`src/hw/rtl/bped_pkg.sv`:
```
// Shared types and constants for the button press event detector.
// No dependencies; every other file of the block but bped_ram uses this package.
`default_nettype none

package bped_pkg;

  localparam int CNT_W  = 16;
  localparam int IDX_W  = 3;
  localparam int CODE_W = 3;
  localparam int MASK_W = 8;

  localparam int APB_AW = 4;
  localparam int APB_DW = 32;

  typedef logic [CNT_W-1:0]  count_t;
  typedef logic [CODE_W-1:0] code_t;

  localparam count_t CNT_MAX = '1;

  localparam code_t EV_CLICK_DOWN  = 3'd0;
  localparam code_t EV_HOLD        = 3'd1;
  localparam code_t EV_HOLD_REPEAT = 3'd2;
  localparam code_t EV_CLICK_UP    = 3'd3;
  localparam code_t EV_HOLD_UP     = 3'd4;

  localparam logic [1:0] REG_ACTIVE_LEVEL_MASK = 2'd0;
  localparam logic [1:0] REG_DOWN_TICKS        = 2'd1;
  localparam logic [1:0] REG_HOLD_TICKS        = 2'd2;
  localparam logic [1:0] REG_REPEAT_TICKS      = 2'd3;

  localparam logic [MASK_W-1:0] RST_ACTIVE_LEVEL_MASK = 8'd0;
  localparam count_t            RST_DOWN_TICKS        = 16'd2;
  localparam count_t            RST_HOLD_TICKS        = 16'd100;
  localparam count_t            RST_REPEAT_TICKS      = 16'd0;

endpackage

`default_nettype wire

```
`src/hw/rtl/bped_if.sv`:
```
// Valid/ready channel interfaces of the button press event detector:
// the sample channel in and the event channel out. Depends on bped_pkg.
`default_nettype none

interface bped_sample_if;
  logic                       valid;
  logic                       ready;
  logic [bped_pkg::IDX_W-1:0] button_index;
  logic                       pin_level;

  modport source (output valid, output button_index, output pin_level, input ready);
  modport sink (input valid, input button_index, input pin_level, output ready);
endinterface

interface bped_event_if;
  logic                        valid;
  logic                        ready;
  logic [bped_pkg::IDX_W-1:0]  event_button;
  logic [bped_pkg::CODE_W-1:0] event_code;

  modport source (output valid, output event_button, output event_code, input ready);
  modport sink (input valid, input event_button, input event_code, output ready);
endinterface

`default_nettype wire

```
`src/hw/rtl/bped_ram.sv`:
```
// Generic single-port-write, single-port-read RAM with registered read data.
// No dependencies.
`default_nettype none

module bped_ram #(
  parameter int WIDTH = 16,
  parameter int DEPTH = 8
) (
  input  wire logic                                    clk,
  input  wire logic                                    we,
  input  wire logic [((DEPTH > 1) ? $clog2(DEPTH) : 1)-1:0] waddr,
  input  wire logic [WIDTH-1:0]                        wdata,
  input  wire logic                                    re,
  input  wire logic [((DEPTH > 1) ? $clog2(DEPTH) : 1)-1:0] raddr,
  output logic      [WIDTH-1:0]                        rdata
);

  logic [WIDTH-1:0] mem [DEPTH];

  always_ff @(posedge clk) begin
    if (we) begin
      mem[waddr] <= wdata;
    end
    if (re) begin
      rdata <= mem[raddr];
    end
  end

endmodule

`default_nettype wire

```
`src/hw/rtl/bped_mod.sv`:
```
// Iterative restoring remainder unit: one quotient bit per cycle.
// Depends on bped_pkg for the counter width.
`default_nettype none

module bped_mod (
  input  wire logic             clk,
  input  wire logic             rst,
  input  wire logic             start,
  input  wire bped_pkg::count_t dividend,
  input  wire bped_pkg::count_t divisor,
  output logic                  done,
  output bped_pkg::count_t      remainder
);
  import bped_pkg::*;

  localparam int STEP_W = (CNT_W > 1) ? $clog2(CNT_W) : 1;

  logic              busy;
  logic [STEP_W-1:0] step;
  count_t            dvd;
  count_t            dsr;
  logic [CNT_W:0]    trial;
  logic [CNT_W:0]    diff;

  assign trial = {remainder, dvd[CNT_W-1]};
  assign diff  = trial - {1'b0, dsr};

  always_ff @(posedge clk) begin
    if (rst) begin
      busy <= 1'b0;
      done <= 1'b0;
      step <= '0;
    end else begin
      done <= 1'b0;
      if (start) begin
        busy      <= 1'b1;
        step      <= '0;
        dvd       <= dividend;
        dsr       <= divisor;
        remainder <= '0;
      end else if (busy) begin
        // keep the partial remainder below the divisor
        remainder <= diff[CNT_W] ? trial[CNT_W-1:0] : diff[CNT_W-1:0];
        dvd       <= {dvd[CNT_W-2:0], 1'b0};
        step      <= step + 1'b1;
        if (step == STEP_W'(CNT_W - 1)) begin
          busy <= 1'b0;
          done <= 1'b1;
        end
      end
    end
  end

endmodule

`default_nettype wire

```
`src/hw/rtl/button_press_event_detector.sv`:
```
// Button press event detector: takes one scan-tick sample per transaction
// (button index and raw pin level) and raises click-down, hold, hold-repeat,
// click-up and hold-up events. The per-button press counters sit in a small
// RAM with registered read data; a valid bit per button makes every
// counter read as zero after reset, so no clearing pass is needed. A sample
// is read, updated and written back before the next one is taken, so samples
// are handled one at a time, and a held button past the hold threshold may
// need the hold-repeat check, which runs on the bit-serial remainder unit.
// A finished event waits in an output register, and new samples are taken
// while it waits; a second event stalls the sample channel until it drains.
// Samples for buttons at or beyond NUM_BUTTONS are taken and dropped.
// Registers (APB, 4-byte stride): 0 active_level_mask, 1 down_ticks,
// 2 hold_ticks, 3 repeat_ticks (0 disables hold-repeat events).
// Depends on bped_pkg, bped_if, bped_ram and bped_mod.
`default_nettype none

module button_press_event_detector #(
  parameter int NUM_BUTTONS = 8
) (
  input  wire logic                          clk,
  input  wire logic                          rst,
  bped_sample_if.sink                        button_sample,
  bped_event_if.source                       button_event,
  input  wire logic                          psel,
  input  wire logic                          penable,
  input  wire logic                          pwrite,
  input  wire logic [bped_pkg::APB_AW-1:0]   paddr,
  input  wire logic [bped_pkg::APB_DW-1:0]   pwdata,
  output logic      [bped_pkg::APB_DW-1:0]   prdata,
  output logic                               pready
);
  import bped_pkg::*;

  localparam int AW = (NUM_BUTTONS > 1) ? $clog2(NUM_BUTTONS) : 1;

  typedef enum logic [1:0] {
    S_IDLE,
    S_READ,
    S_MOD,
    S_EMIT
  } state_t;

  // configuration
  logic [MASK_W-1:0] active_level_mask;
  count_t            down_ticks;
  count_t            hold_ticks;
  count_t            repeat_ticks;
  logic              cfg_write;

  assign pready    = 1'b1;
  assign cfg_write = psel && penable && pwrite;

  always_ff @(posedge clk) begin
    if (rst) begin
      active_level_mask <= RST_ACTIVE_LEVEL_MASK;
      down_ticks        <= RST_DOWN_TICKS;
      hold_ticks        <= RST_HOLD_TICKS;
      repeat_ticks      <= RST_REPEAT_TICKS;
    end else if (cfg_write) begin
      case (paddr[3:2])
        REG_ACTIVE_LEVEL_MASK: active_level_mask <= pwdata[MASK_W-1:0];
        REG_DOWN_TICKS:        down_ticks        <= pwdata[CNT_W-1:0];
        REG_HOLD_TICKS:        hold_ticks        <= pwdata[CNT_W-1:0];
        REG_REPEAT_TICKS:      repeat_ticks      <= pwdata[CNT_W-1:0];
        default: ;
      endcase
    end
  end

  always_comb begin
    case (paddr[3:2])
      REG_ACTIVE_LEVEL_MASK: prdata = APB_DW'(active_level_mask);
      REG_DOWN_TICKS:        prdata = APB_DW'(down_ticks);
      REG_HOLD_TICKS:        prdata = APB_DW'(hold_ticks);
      REG_REPEAT_TICKS:      prdata = APB_DW'(repeat_ticks);
      default:               prdata = '0;
    endcase
  end

  // sample path
  state_t                  state;
  logic [IDX_W-1:0]        idx_q;
  logic [AW-1:0]           addr_q;
  logic                    pressed_q;
  code_t                   code_q;
  logic [NUM_BUTTONS-1:0]  cnt_valid;
  logic                    out_valid;
  logic [IDX_W-1:0]        out_button;
  code_t                   out_code;

  logic                    sample_take;
  logic                    in_range;
  logic [31:0]             idx_ext;
  logic [AW-1:0]           sample_addr;
  count_t                  rdata;
  count_t                  old_cnt;
  count_t                  cnt_inc;
  logic                    at_max;
  logic                    ram_we;
  count_t                  ram_wdata;
  logic                    repeat_check;
  logic                    mod_done;
  count_t                  mod_rem;
  logic                    emit_load;

  assign button_sample.ready = (state == S_IDLE);
  assign sample_take         = button_sample.valid && button_sample.ready;
  assign idx_ext             = 32'(button_sample.button_index);
  assign in_range            = (idx_ext < 32'(NUM_BUTTONS));
  assign sample_addr         = idx_ext[AW-1:0];

  assign old_cnt = cnt_valid[addr_q] ? rdata : '0;
  assign cnt_inc = old_cnt + 1'b1;
  assign at_max  = (old_cnt == CNT_MAX);

  assign ram_we    = (state == S_READ) && !(pressed_q && at_max);
  assign ram_wdata = pressed_q ? cnt_inc : '0;

  assign repeat_check = (state == S_READ) && pressed_q && !at_max
                        && (cnt_inc != down_ticks) && (cnt_inc != hold_ticks)
                        && (cnt_inc > hold_ticks) && (repeat_ticks != '0);

  // load the output register once it is free or draining this cycle
  assign emit_load = (state == S_EMIT) && (!out_valid || button_event.ready);

  bped_ram #(
    .WIDTH (CNT_W),
    .DEPTH (NUM_BUTTONS)
  ) u_count_ram (
    .clk   (clk),
    .we    (ram_we),
    .waddr (addr_q),
    .wdata (ram_wdata),
    .re    (sample_take),
    .raddr (sample_addr),
    .rdata (rdata)
  );

  bped_mod u_mod (
    .clk       (clk),
    .rst       (rst),
    .start     (repeat_check),
    .dividend  (cnt_inc),
    .divisor   (repeat_ticks),
    .done      (mod_done),
    .remainder (mod_rem)
  );

  always_ff @(posedge clk) begin
    if (rst) begin
      state     <= S_IDLE;
      cnt_valid <= '0;
      out_valid <= 1'b0;
    end else begin
      if (emit_load) begin
        out_valid <= 1'b1;
      end else if (button_event.ready) begin
        out_valid <= 1'b0;
      end
      case (state)
        S_IDLE: begin
          // drop samples for buttons that do not exist
          if (sample_take && in_range) begin
            idx_q     <= button_sample.button_index;
            addr_q    <= sample_addr;
            pressed_q <= (button_sample.pin_level
                          == active_level_mask[button_sample.button_index]);
            state     <= S_READ;
          end
        end
        S_READ: begin
          state <= S_IDLE;
          if (pressed_q) begin
            if (!at_max) begin
              cnt_valid[addr_q] <= 1'b1;
              if (cnt_inc == down_ticks) begin
                code_q <= EV_CLICK_DOWN;
                state  <= S_EMIT;
              end else if (cnt_inc == hold_ticks) begin
                code_q <= EV_HOLD;
                state  <= S_EMIT;
              end else if (repeat_check) begin
                state <= S_MOD;
              end
            end
          end else begin
            cnt_valid[addr_q] <= 1'b1;
            if (old_cnt >= down_ticks && old_cnt < hold_ticks) begin
              code_q <= EV_CLICK_UP;
              state  <= S_EMIT;
            end else if (old_cnt >= hold_ticks) begin
              code_q <= EV_HOLD_UP;
              state  <= S_EMIT;
            end
          end
        end
        S_MOD: begin
          if (mod_done) begin
            if (mod_rem == '0) begin
              code_q <= EV_HOLD_REPEAT;
              state  <= S_EMIT;
            end else begin
              state <= S_IDLE;
            end
          end
        end
        S_EMIT: begin
          // hold until the output register is free
          if (emit_load) begin
            out_button <= idx_q;
            out_code   <= code_q;
            state      <= S_IDLE;
          end
        end
        default: state <= S_IDLE;
      endcase
    end
  end

  assign button_event.valid        = out_valid;
  assign button_event.event_button = out_button;
  assign button_event.event_code   = out_code;

endmodule

`default_nettype wire

```
`src/flat_wrapper.sv`:
```
// flat-port wrapper written by rule: the top's interface ports become plain ports
module button_press_event_detector_flat import bped_pkg::*;
#(
  parameter int NUM_BUTTONS = 8
)
  (clk, rst, psel, penable, pwrite, paddr, pwdata, prdata, pready, button_sample_valid, button_sample_button_index, button_sample_pin_level, button_sample_ready, button_event_valid, button_event_event_button, button_event_event_code, button_event_ready);
  bped_sample_if button_sample_i ();
  bped_event_if button_event_i ();
  input  wire logic clk;
  input  wire logic rst;
  input  wire logic psel;
  input  wire logic penable;
  input  wire logic pwrite;
  input  wire logic [bped_pkg::APB_AW-1:0] paddr;
  input  wire logic [bped_pkg::APB_DW-1:0] pwdata;
  output logic      [bped_pkg::APB_DW-1:0] prdata;
  output logic pready;
  input wire logic [$bits(button_sample_i.valid)-1:0] button_sample_valid;
  input wire logic [$bits(button_sample_i.button_index)-1:0] button_sample_button_index;
  input wire logic [$bits(button_sample_i.pin_level)-1:0] button_sample_pin_level;
  output wire logic [$bits(button_sample_i.ready)-1:0] button_sample_ready;
  output wire logic [$bits(button_event_i.valid)-1:0] button_event_valid;
  output wire logic [$bits(button_event_i.event_button)-1:0] button_event_event_button;
  output wire logic [$bits(button_event_i.event_code)-1:0] button_event_event_code;
  input wire logic [$bits(button_event_i.ready)-1:0] button_event_ready;
  assign button_sample_i.valid = button_sample_valid;
  assign button_sample_i.button_index = button_sample_button_index;
  assign button_sample_i.pin_level = button_sample_pin_level;
  assign button_sample_ready = button_sample_i.ready;
  assign button_event_valid = button_event_i.valid;
  assign button_event_event_button = button_event_i.event_button;
  assign button_event_event_code = button_event_i.event_code;
  assign button_event_i.ready = button_event_ready;
  button_press_event_detector #(.NUM_BUTTONS(NUM_BUTTONS)) u_core (.clk(clk), .rst(rst), .button_sample(button_sample_i), .button_event(button_event_i), .psel(psel), .penable(penable), .pwrite(pwrite), .paddr(paddr), .pwdata(pwdata), .prdata(prdata), .pready(pready));
endmodule
```
`config.mk`:
```
export PLATFORM = sky130hd
export DESIGN_NAME = button_press_event_detector_flat
export DESIGN_NICKNAME = d
export VERILOG_FILES = /design/src/hw/rtl/bped_pkg.sv /design/src/hw/rtl/bped_if.sv /design/src/hw/rtl/bped_ram.sv /design/src/hw/rtl/bped_mod.sv /design/src/hw/rtl/button_press_event_detector.sv /design/src/flat_wrapper.sv
export SDC_FILE = /design/constraint.sdc
export NUM_CORES = 1
export LEC_CHECK = 0
export BUFFER_PORTS_ARGS = -buffer_cell sky130_fd_sc_hd__buf_2
export CORE_MARGIN = 5
export CORE_UTILIZATION = 38
export DETAILED_ROUTE_END_ITERATION = 8
export PLACE_DENSITY_LB_ADDON = 0.05
export SLEW_MARGIN = 20
export SYNTH_ARGS = -nofsm -noshare
export SYNTH_HDL_FRONTEND = slang
export SYNTH_SLANG_ARGS = --single-unit
```
`constraint.sdc`:
```
create_clock -name clk -period 14.9 [get_ports clk]
set_input_delay 2.98 -clock clk [delete_from_list [all_inputs] [get_ports clk]]
set_output_delay 2.98 -clock clk [all_outputs]
set_load 0.02 [all_outputs]
```
==> After elaboration in Yosys (flattened, before gate mapping) <==
Memories as Yosys holds them, arrays and structs flattened. A register that Yosys moved wholly into a read port is not among the register bits.
Index checks and enable logic that the tools add are counted.
{ "word_totals": {"in_bits": 47, "mem_count": 1, "mem_bits_rw": 128, "elab_cells": 137, "regBits": 134, "out_inout_bits": 41} }
{ "op_classes": {"magnitude_cmp": 8, "n_reduce_logical": 39, "addsub": 3, "bitwise": 3, "muxes": 44, "n_eq_ne": 21} }
{ "memory_table": {"columns": ["memory", "depth", "width", "read_ports", "rd_ports_with_merged_regs", "write_ports", "line", "text"], "rows": [
  ["u_core.u_count_ram.mem", 8, 16, 1, 1, 1, "bped_ram.sv:18", "logic [WIDTH-1:0] mem [DEPTH];"]
]} }
{ "ops": {"columns": ["operator", "n"], "rows": [
  ["$pmux W32 S4", 1],
  ["$mux W16", 6],
  ["$eq A16 B16 Y1", 2],
  ["$ge A16 B16 Y1", 2],
  ["$ne A16 B16 Y1", 2],
  ["$mux W3", 8],
  ["$mux W2", 11],
  ["$sub A17 B16 Y17", 1],
  ["$add A16 B1 Y16 const B", 1],
  ["$eq A16 B16 Y1 const B", 1],
  ["$gt A16 B16 Y1", 1],
  ["$logic_not A16 Y1", 1],
  ["$lt A16 B16 Y1", 1],
  ["$mux W8", 2],
  ["$reduce_bool A16 Y1", 1],
  ["$logic_and A1 B1 Y1", 15],
  ["$reduce_and A2 Y1", 7],
  ["$lt A3 B4 Y1 const B", 3],
  ["$mux W1", 11],
  ["$reduce_and A3 Y1", 3],
  ["$eq A2 B2 Y1 const B", 4],
  ["$or A8 B8 Y8", 1],
  ["$pmux W2 S4", 1],
  ["$reduce_and A7 Y1", 1],
  ["20 further kinds", 31]
]} }

==> Logic depth before layout (Yosys ltp) <==
Gate-level depths: netlist of run 1.
{ "depth": {"depth_word": 16, "depth_mapped": 24} }

==> Cells and area by module <==
Synthesis of run 1 repeated with hierarchy kept, for this count alone.
{ "hier_totals": {"cells_unflattened": 1207, "area_unflattened_um2": 14441.4} }
{ "by_module_without_submodules": {"columns": ["mod", "instances", "cells_each", "area_per_inst_um2"], "rows": [
  ["button_press_event_detector", 1, 730, 5915.7],
  ["bped_ram", 1, 214, 5454.0],
  ["bped_mod", 1, 263, 3071.7]
]} }

==> Worst setup path after synthesis of run 1 <==
OpenSTA, ideal clock, no wires.
{ "synth_path": {"path_kind": "input to output", "start": "in paddr[2] in the netlist's numbering", "end": "out prdata[6] in the netlist's numbering", "t_required_ns": 11.920, "arrival_time_ns": 4.368, "slack_ns": 7.552, "path_stages": 3, "path_cell_list": "buf_1 clkbuf_1 mux4_2"} }
{ "synth_between": {"elab_chain_cells": 2, "word_cells_on_any_way": 5, "cone_classes": "3 x eq/ne; 1 x mux; 1 x reduce/logical"} }
{ "synth_lines": {"columns": ["element", "line", "text"], "rows": [
  ["from (decl)", "flat_wrapper.sv:14", "input wire logic [bped_pkg::APB_AW-1:0] paddr;"],
  ["$eq A2 B2 Y1 (tied with other cells)", "button_press_event_detector.sv:71", "case (paddr[3:2])"],
  ["$pmux W32 S4 (*)", "button_press_event_detector.sv:71", null],
  ["to (decl)", "flat_wrapper.sv:16", "output logic [bped_pkg::APB_DW-1:0] prdata;"]
]} }
Mark *: on every way between the ends. The rest lies on a longest branch, timed or not. The select of a mux whose other input is x is not followed.

==> Worst setup path in the final report of run 1 <==
{ "layout_path": {"start": "in paddr[3] in the netlist's numbering", "end": "out prdata[8] in the netlist's numbering"} }
The elaborated chain is that of the path after synthesis.

==> results of run 1 <==
==> cells in the mapped netlist (all sizes together) (6+ instances only) <==
cell type	n	area share, %
nand4	17	0.81
and2	32	1.5
nor2	82	2.3
a22o	9	0.57
dfxtp	73	11
mux4	42	6.8
inv	56	1.5
a31oi	7	0.31
mux2i	26	1.9
nor4	14	0.72
o21ai	23	0.83
nand3	20	0.76
and3	7	0.31
nand2	123	3.3
or3	7	0.31
mux2	33	3.0
ha	64	5.8
o31ai	6	0.32
a21o	9	0.49
o21a	10	0.54
buf	32	1.6
nor3	23	0.91
xnor2	27	1.7
xor2	10	0.68
clkbuf	36	0.97
a21oi	76	2.8
edfxtp	205	44
nor2b	15	0.67
==> routing by layer <==
layer	vias up	global-route usage, %
li1	4298	-
met3	32	3.16
met1	4324	25.5
met5	-	0
met4	0	3.22
met2	157	29.1
==> area by class of cell <==
cell class	count	area, sq um	area share, %
sequential	278	7620	48.4
timing repair buffer	67	373	2.37
tap	468	586	3.72
multi-input combinational	759	5840	37.1
clock inverter	23	235	1.49
clock buffer	39	880	5.59
inverter	56	210	1.34
==> flip-flops by register name, summed over array words and instances, names as in the netlist, 2 cells and up <==
signal                            count
u_core.u_count_ram.mem              128
u_core.down_ticks                    16
u_core.hold_ticks                    16
u_core.repeat_ticks                  16
u_core.u_count_ram.rdata             16
u_core.u_mod.dsr                     16
u_core.u_mod.dvd                     16
u_core.u_mod.remainder               16
u_core.active_level_mask              8
u_core.cnt_valid                      8
u_core.u_mod.step                     4
u_core.button_event.event_button      3
u_core.button_event.event_code        3
u_core.code_q                         3
u_core.idx_q                          3
u_core.state                          2
==> worst paths after layout <==
path / from / to
setup / recovery: paddr[3] / prdata[8]
hold reg to reg: u_core.code_q[0] / u_core.button_event.event_code[0]
setup reg to reg: u_core.idx_q[1] / u_core.u_mod.dsr[5]
hold / removal: u_core.code_q[0] / u_core.button_event.event_code[0]
==> cells in the final DEF (no fill, tap or decap), drive strengths merged, types with 20 or more instances in the layout <==
cell type / count
nor2: 82
edfxtp: 205
dfxtp: 73
mux2: 33
nor3: 23
mux4: 42
clkbuf: 39
xnor2: 27
nand2: 123
buf: 67
nand3: 20
o21ai: 23
mux2i: 26
ha: 64
and2: 32
a21oi: 76
inv: 59
==> metrics by stage <==
| stage | instance area (sq um) | utilization, % | worst slack [ns] | cells | hold WS (ns) |
|---|---|---|---|---|---|
| floorplan | 14000 | - | 7.55 | 1161 | 0.400 |
| global placement | 14600 | 40.2 | 7.40 | 1628 | 0.405 |
| detailed placement | 14600 | 40.2 | 7.38 | 1628 | 0.417 |
| CTS | 15700 | 43.3 | 7.38 | 1690 | 0.431 |
| global route | 15700 | 43.3 | 7.27 | 1690 | 0.449 |
| finish | 15700 | 43.3 | 7.39 | 1690 | 0.429 |
==> worst max-delay path: cells and delay by family <==
kind	cells	cell delay (ns)
compound gates	1	0.27
buf+inv	2	0.62
simple gates	1	0.65
==> cells by family (layout without fill, tap and decap cells) <==
| logic type | count (synthesis) | in the layout | share of synthesized area [%] |
|---|---|---|---|
| AND/OR/NAND/NOR | 362 | 362 | 12.8 |
| flip-flops | 278 | 278 | 54.7 |
| AO/OA/AOI/OAI | 175 | 175 | 8.16 |
| multiplexers | 101 | 101 | 11.7 |
| other | 2 | 17 | 0.0540 |
| buffers and inverters | 124 | 185 | 4.04 |
| XOR/XNOR | 38 | 38 | 2.54 |
| adder cells (fa/ha/maj) | 66 | 66 | 5.97 |
==> power breakdown <==
part | leakage [nW] | switching, mW | internal (mW) | total [mW]
logic | 2.67 | 0.0642 | 0.0395 | 0.104
clock network | 0.547 | 0.323 | 0.497 | 0.820
registers | 2.47 | 0.0120 | 0.838 | 0.850
total | 5.69 | 0.400 | 1.37 | 1.77
==> metrics.txt, run 1 <==
Area growth, synth to finish 13.1%; antenna violations before repair 0; clock sink count 278; met1 wire length 17300 um; Avg WL per Cell 21.6 um; status completed; Worst Path Arrival 4.53 ns; transition time of the tightest slew-check pin 1.10 ns; DRC Markers 0; Period minus WS final 7.51 ns; clock latency on the worst-skew pair 0.52 ns; hold depth 0; port bufs 52; relative slew slack 26.9%; max layer used met4; CP max stage cell nor2b_1; first-iteration detailed-routing DRC count 567; Ys Warns 0; number of synthesized flops with an enable pin 205; LEAKAGE 5.69 nW; Syn Area/Cell 12.1 sq um; ys flop type edfxtp_1; setup violators final 0; Die W 201 um; synthesized instance count 1146; H-tree Lvls 2; Synth Register Bits 278; global-route usage over all layers 17.9%; Power per Cell Area about 110 nW/um^2; core area 36300 sq um; CTS tree built; RePlAce Congestion 0.852; Starting Density 38.3%; Num CTS Buffers 34; Seq/Total Area, Yosys 54.7%; layout net count about 1300; crit path kind in -> out; Final Max Slew Viols 0; vias per cell 5.21; worst path cell trace buf_2 -> nor2b_1 -> a22o_1 -> buf_2; final period utilization around half; remaining global-route overflow 0; RSZ-0062 raised after global routing false; fmax 133 MHz; Post-CTS Setup Bufs 0; hold_buf cts 0; Met3 Wirelength 1670 um; n_diodes 0; clock-pin slew on the worst setup and hold paths 0.06 ns; layout cells sized above 1 a little under a fifth; global-route wire length before repair 56100 um; Layout Skew 0.0176 ns; met2 wire len ~17000 um; Post-CTS Resized 0; final wirelength 36400 um; CTS Buffer Depth 3; die height 201 um; Filler Cell Count 3394; I/O pin count 88; flop2flop setup slack 8.17 ns; Post-Synthesis Cell Area approximately 14000 sq um; peak supply drop around 0.082 mV; total number of vias 8811; Final ANT Viol Nets 0; largest net degree at the start of global routing 77; CP max stage delay around 0.65 ns; Crit Path Max Fanout 29; WP data required 11.92 ns; CP most frequent cell buf_2; Pre-antenna DRT Iters 5; Total Power ~1.8 mW; Worst Hold Class reg -> reg; asr flop ratio synth 0%; Final Hold Vio Count 0; die area 40600 sq um; Worst R2R Path Depth 20; total negative slack 0 ns; Setup crit end kind output port; max cap viols 0; row count 70; Setup crit start kind input port; DPL Wire Length 25200 um; vias in the first global route 9035; CTS root buf clkbuf_16; Synth cell types 73
(Power assumes the default switching activity.)
==> inputs of run 2 (changes only) <==
==> constraint.sdc (replaced) <==
create_clock -name clk -period 6.95 [get_ports clk]
set_input_delay 1.39 -clock clk [delete_from_list [all_inputs] [get_ports clk]]
set_output_delay 1.39 -clock clk [all_outputs]
set_load 0.02 [all_outputs]
==> run 2 against run 1 <==
Compared with the run above:
- die area unchanged
- core utilization decreased by 0.30 points
- via count increased by 0.57%
- design area decreased by 0.70%
- sequential power increased by 110%
- first-iteration DRC count decreased by 31%
- critical endpoint is now u_core.u_mod.dvd[11]
- largest cell class unchanged
==> metrics.txt, run 2 (same netlist as run 1, synthesis figures left out) <==
Filler Cell Count approximately 3400; total negative slack 0 ns; Worst Hold Class reg -> reg; RePlAce Congestion 0.846; Post-CTS Resized 0; combinational share of power 5.9%; fmax around 160 MHz; Psw 807 uW; Setup crit end kind register; DRC Markers 0; CTS Buffer Depth 3; clock latency on the worst-skew pair 0.56 ns; port bufs 52; most frequent cells in the layout edfxtp_1, nand2_1, a21oi_1; vias per cell 5.25; Starting Density 38.3%; CTS root buf clkbuf_16; layout cells sized above 1 17.7%; flop2flop setup slack 0.76 ns; clock sink count 278; Non-Filler Instances around 1700; die height 201 um; worst path cell trace mux2i_1 -> o32ai_2 -> or3_1 -> nand2_1 -> inv_1 -> ha_1 -> nand2_1 -> nor4_1 -> xnor2_1 -> nor2_1 -> ha_1 -> nand4_1 -> or2_2 -> nor2_1 -> a211oi_1 -> a31oi_1 -> nor3b_4 -> buf_4 -> o21ba_2 -> buf_4; largest net degree at the start of global routing 45; peak supply drop 0.181 mV; Placed Instances 1630; WP data required 7.19 ns; Post-CTS Setup Bufs 0; RSZ-0062 raised after global routing false; vias in the first global route 8814; Final ANT Viol Nets 0; I/O pin count between 80 and 90; status completed; Avg WL per Cell 20.9 um; hold_buf cts 0; total number of vias ~8900; Crit Path Max Fanout 23; Final Max Slew Viols 0; setup ws final 0.759 ns; dpl ws 0.728 ns; die area slightly above 40000 sq um; final period utilization 89.1%; Layout Skew 0.0105 ns; global-route usage over all layers between 10% and 20%; layout net count 1307; CP max stage delay 0.58 ns; row count 70; Flop pwr share between 50% and 60%; internal power approximately 2.8 mW; transition time of the tightest slew-check pin 1.04 ns; relative slew slack between 30 and 40%; Area growth, synth to finish 12.3%; DPL Wire Length between 20000 and 25000 um; clock-pin slew on the worst setup and hold paths about 0.060 ns; Setup crit start kind register; most common cell after layout, fill and taps aside edfxtp_1; LEAKAGE 5.64 nW; H-tree Lvls 1; first-iteration detailed-routing DRC count 394; Clock Power Share 44.1%; max reg flops 128; Power per Cell Area ~230 nW/um^2; Top reg by flops u_core.u_count_ram.mem; CTS tree built; buffers plus inverters on the worst setup path 3; core area ~36000 sq um; CP max stage cell or3_1; delay-heaviest family, CP simple AND/OR/NAND/NOR gates; crit path kind reg -> reg; global-route wire length before repair 54400 um; switching share of power around 22%; remaining global-route overflow 0; Num CTS Buffers 31; antenna violations before repair 0; Final Hold Vio Count 0; Pre-antenna DRT Iters 5; Period minus WS final 6.19 ns; final wirelength 35400 um; Worst Path Arrival 6.44 ns; Die W 201 um; n_diodes 0; setup violators final 0; max cap viols 0
## run 2: cell count changes in the layout (fill, tap and decap cells not counted), moves of 2 or more
cell and delta:
buf_4 +2, clkbuf_1 +5, clkbuf_16 -3, inv_6 -2
clkinv_2 -2
## run 2: per-layer routing
layer  vias up  wire length [um]  track usage, %
met2       158             16700            28.1
met3        52              1170            2.45
met1      4355             16600            24.3
met4         0               897            4.30
met5         -                 0               0
li1       4296                 -               -
## run 2: power groups by stage
stage	clock (mW)	combinational, mW	sequential (mW)
after floorplan	0	0.166	1.84
after global placement	0	0.219	1.86
after detailed placement	0	0.219	1.86
after CTS	1.66	0.220	1.82
after global routing	1.73	0.239	1.83
final	1.61	0.216	1.82
## run 2: path summary, 6_finish.rpt
check                                       from                                end  cells after the start
worst min register to register  u_core.code_q[1]  u_core.button_event.event_code[1]                      0
worst max-delay path             u_core.idx_q[1]               u_core.u_mod.dvd[11]                     20
worst max register to register   u_core.idx_q[1]               u_core.u_mod.dvd[11]                     20
worst min-delay path            u_core.code_q[1]  u_core.button_event.event_code[1]                      0
## run 2: metrics by stage
stage	hold slack, ns	utilization, %	total power [mW]	cell area (sq um)
floorplan	0.400	-	2.01	14000
global placement	0.410	40.3	2.08	14600
detailed placement	0.412	40.3	2.08	14600
CTS	0.432	43.0	3.71	15600
global route	0.442	43.0	3.80	15600
finish	0.424	43.0	3.65	15600
## run 2: worst register-to-register path, stage by stage, from the launching register on
cell	delay [ns]
edfxtp_1	0.55
mux2i_1	0.19
o32ai_2	0.55
or3_1	0.58
nand2_1	0.28
inv_1	0.14
ha_1	0.34
nand2_1	0.21
nor4_1	0.37
xnor2_1	0.21
nor2_1	0.12
ha_1	0.35
nand4_1	0.09
or2_2	0.33
nor2_1	0.12
a211oi_1	0.06
a31oi_1	0.35
nor3b_4	0.27
buf_4	0.31
o21ba_2	0.19
buf_4	0.26
## run 2: cell type report
type | instances | area (sq um) | area share [%]
flip-flops and latches | 278 | 7620 | 48.7
multi-input cells | 759 | 5830 | 37.3
clock buffers | 40 | 810 | 5.18
well taps | 468 | 586 | 3.75
repair buffers | 69 | 388 | 2.48
inverters | 56 | 210 | 1.34
clock inverters | 18 | 186 | 1.19
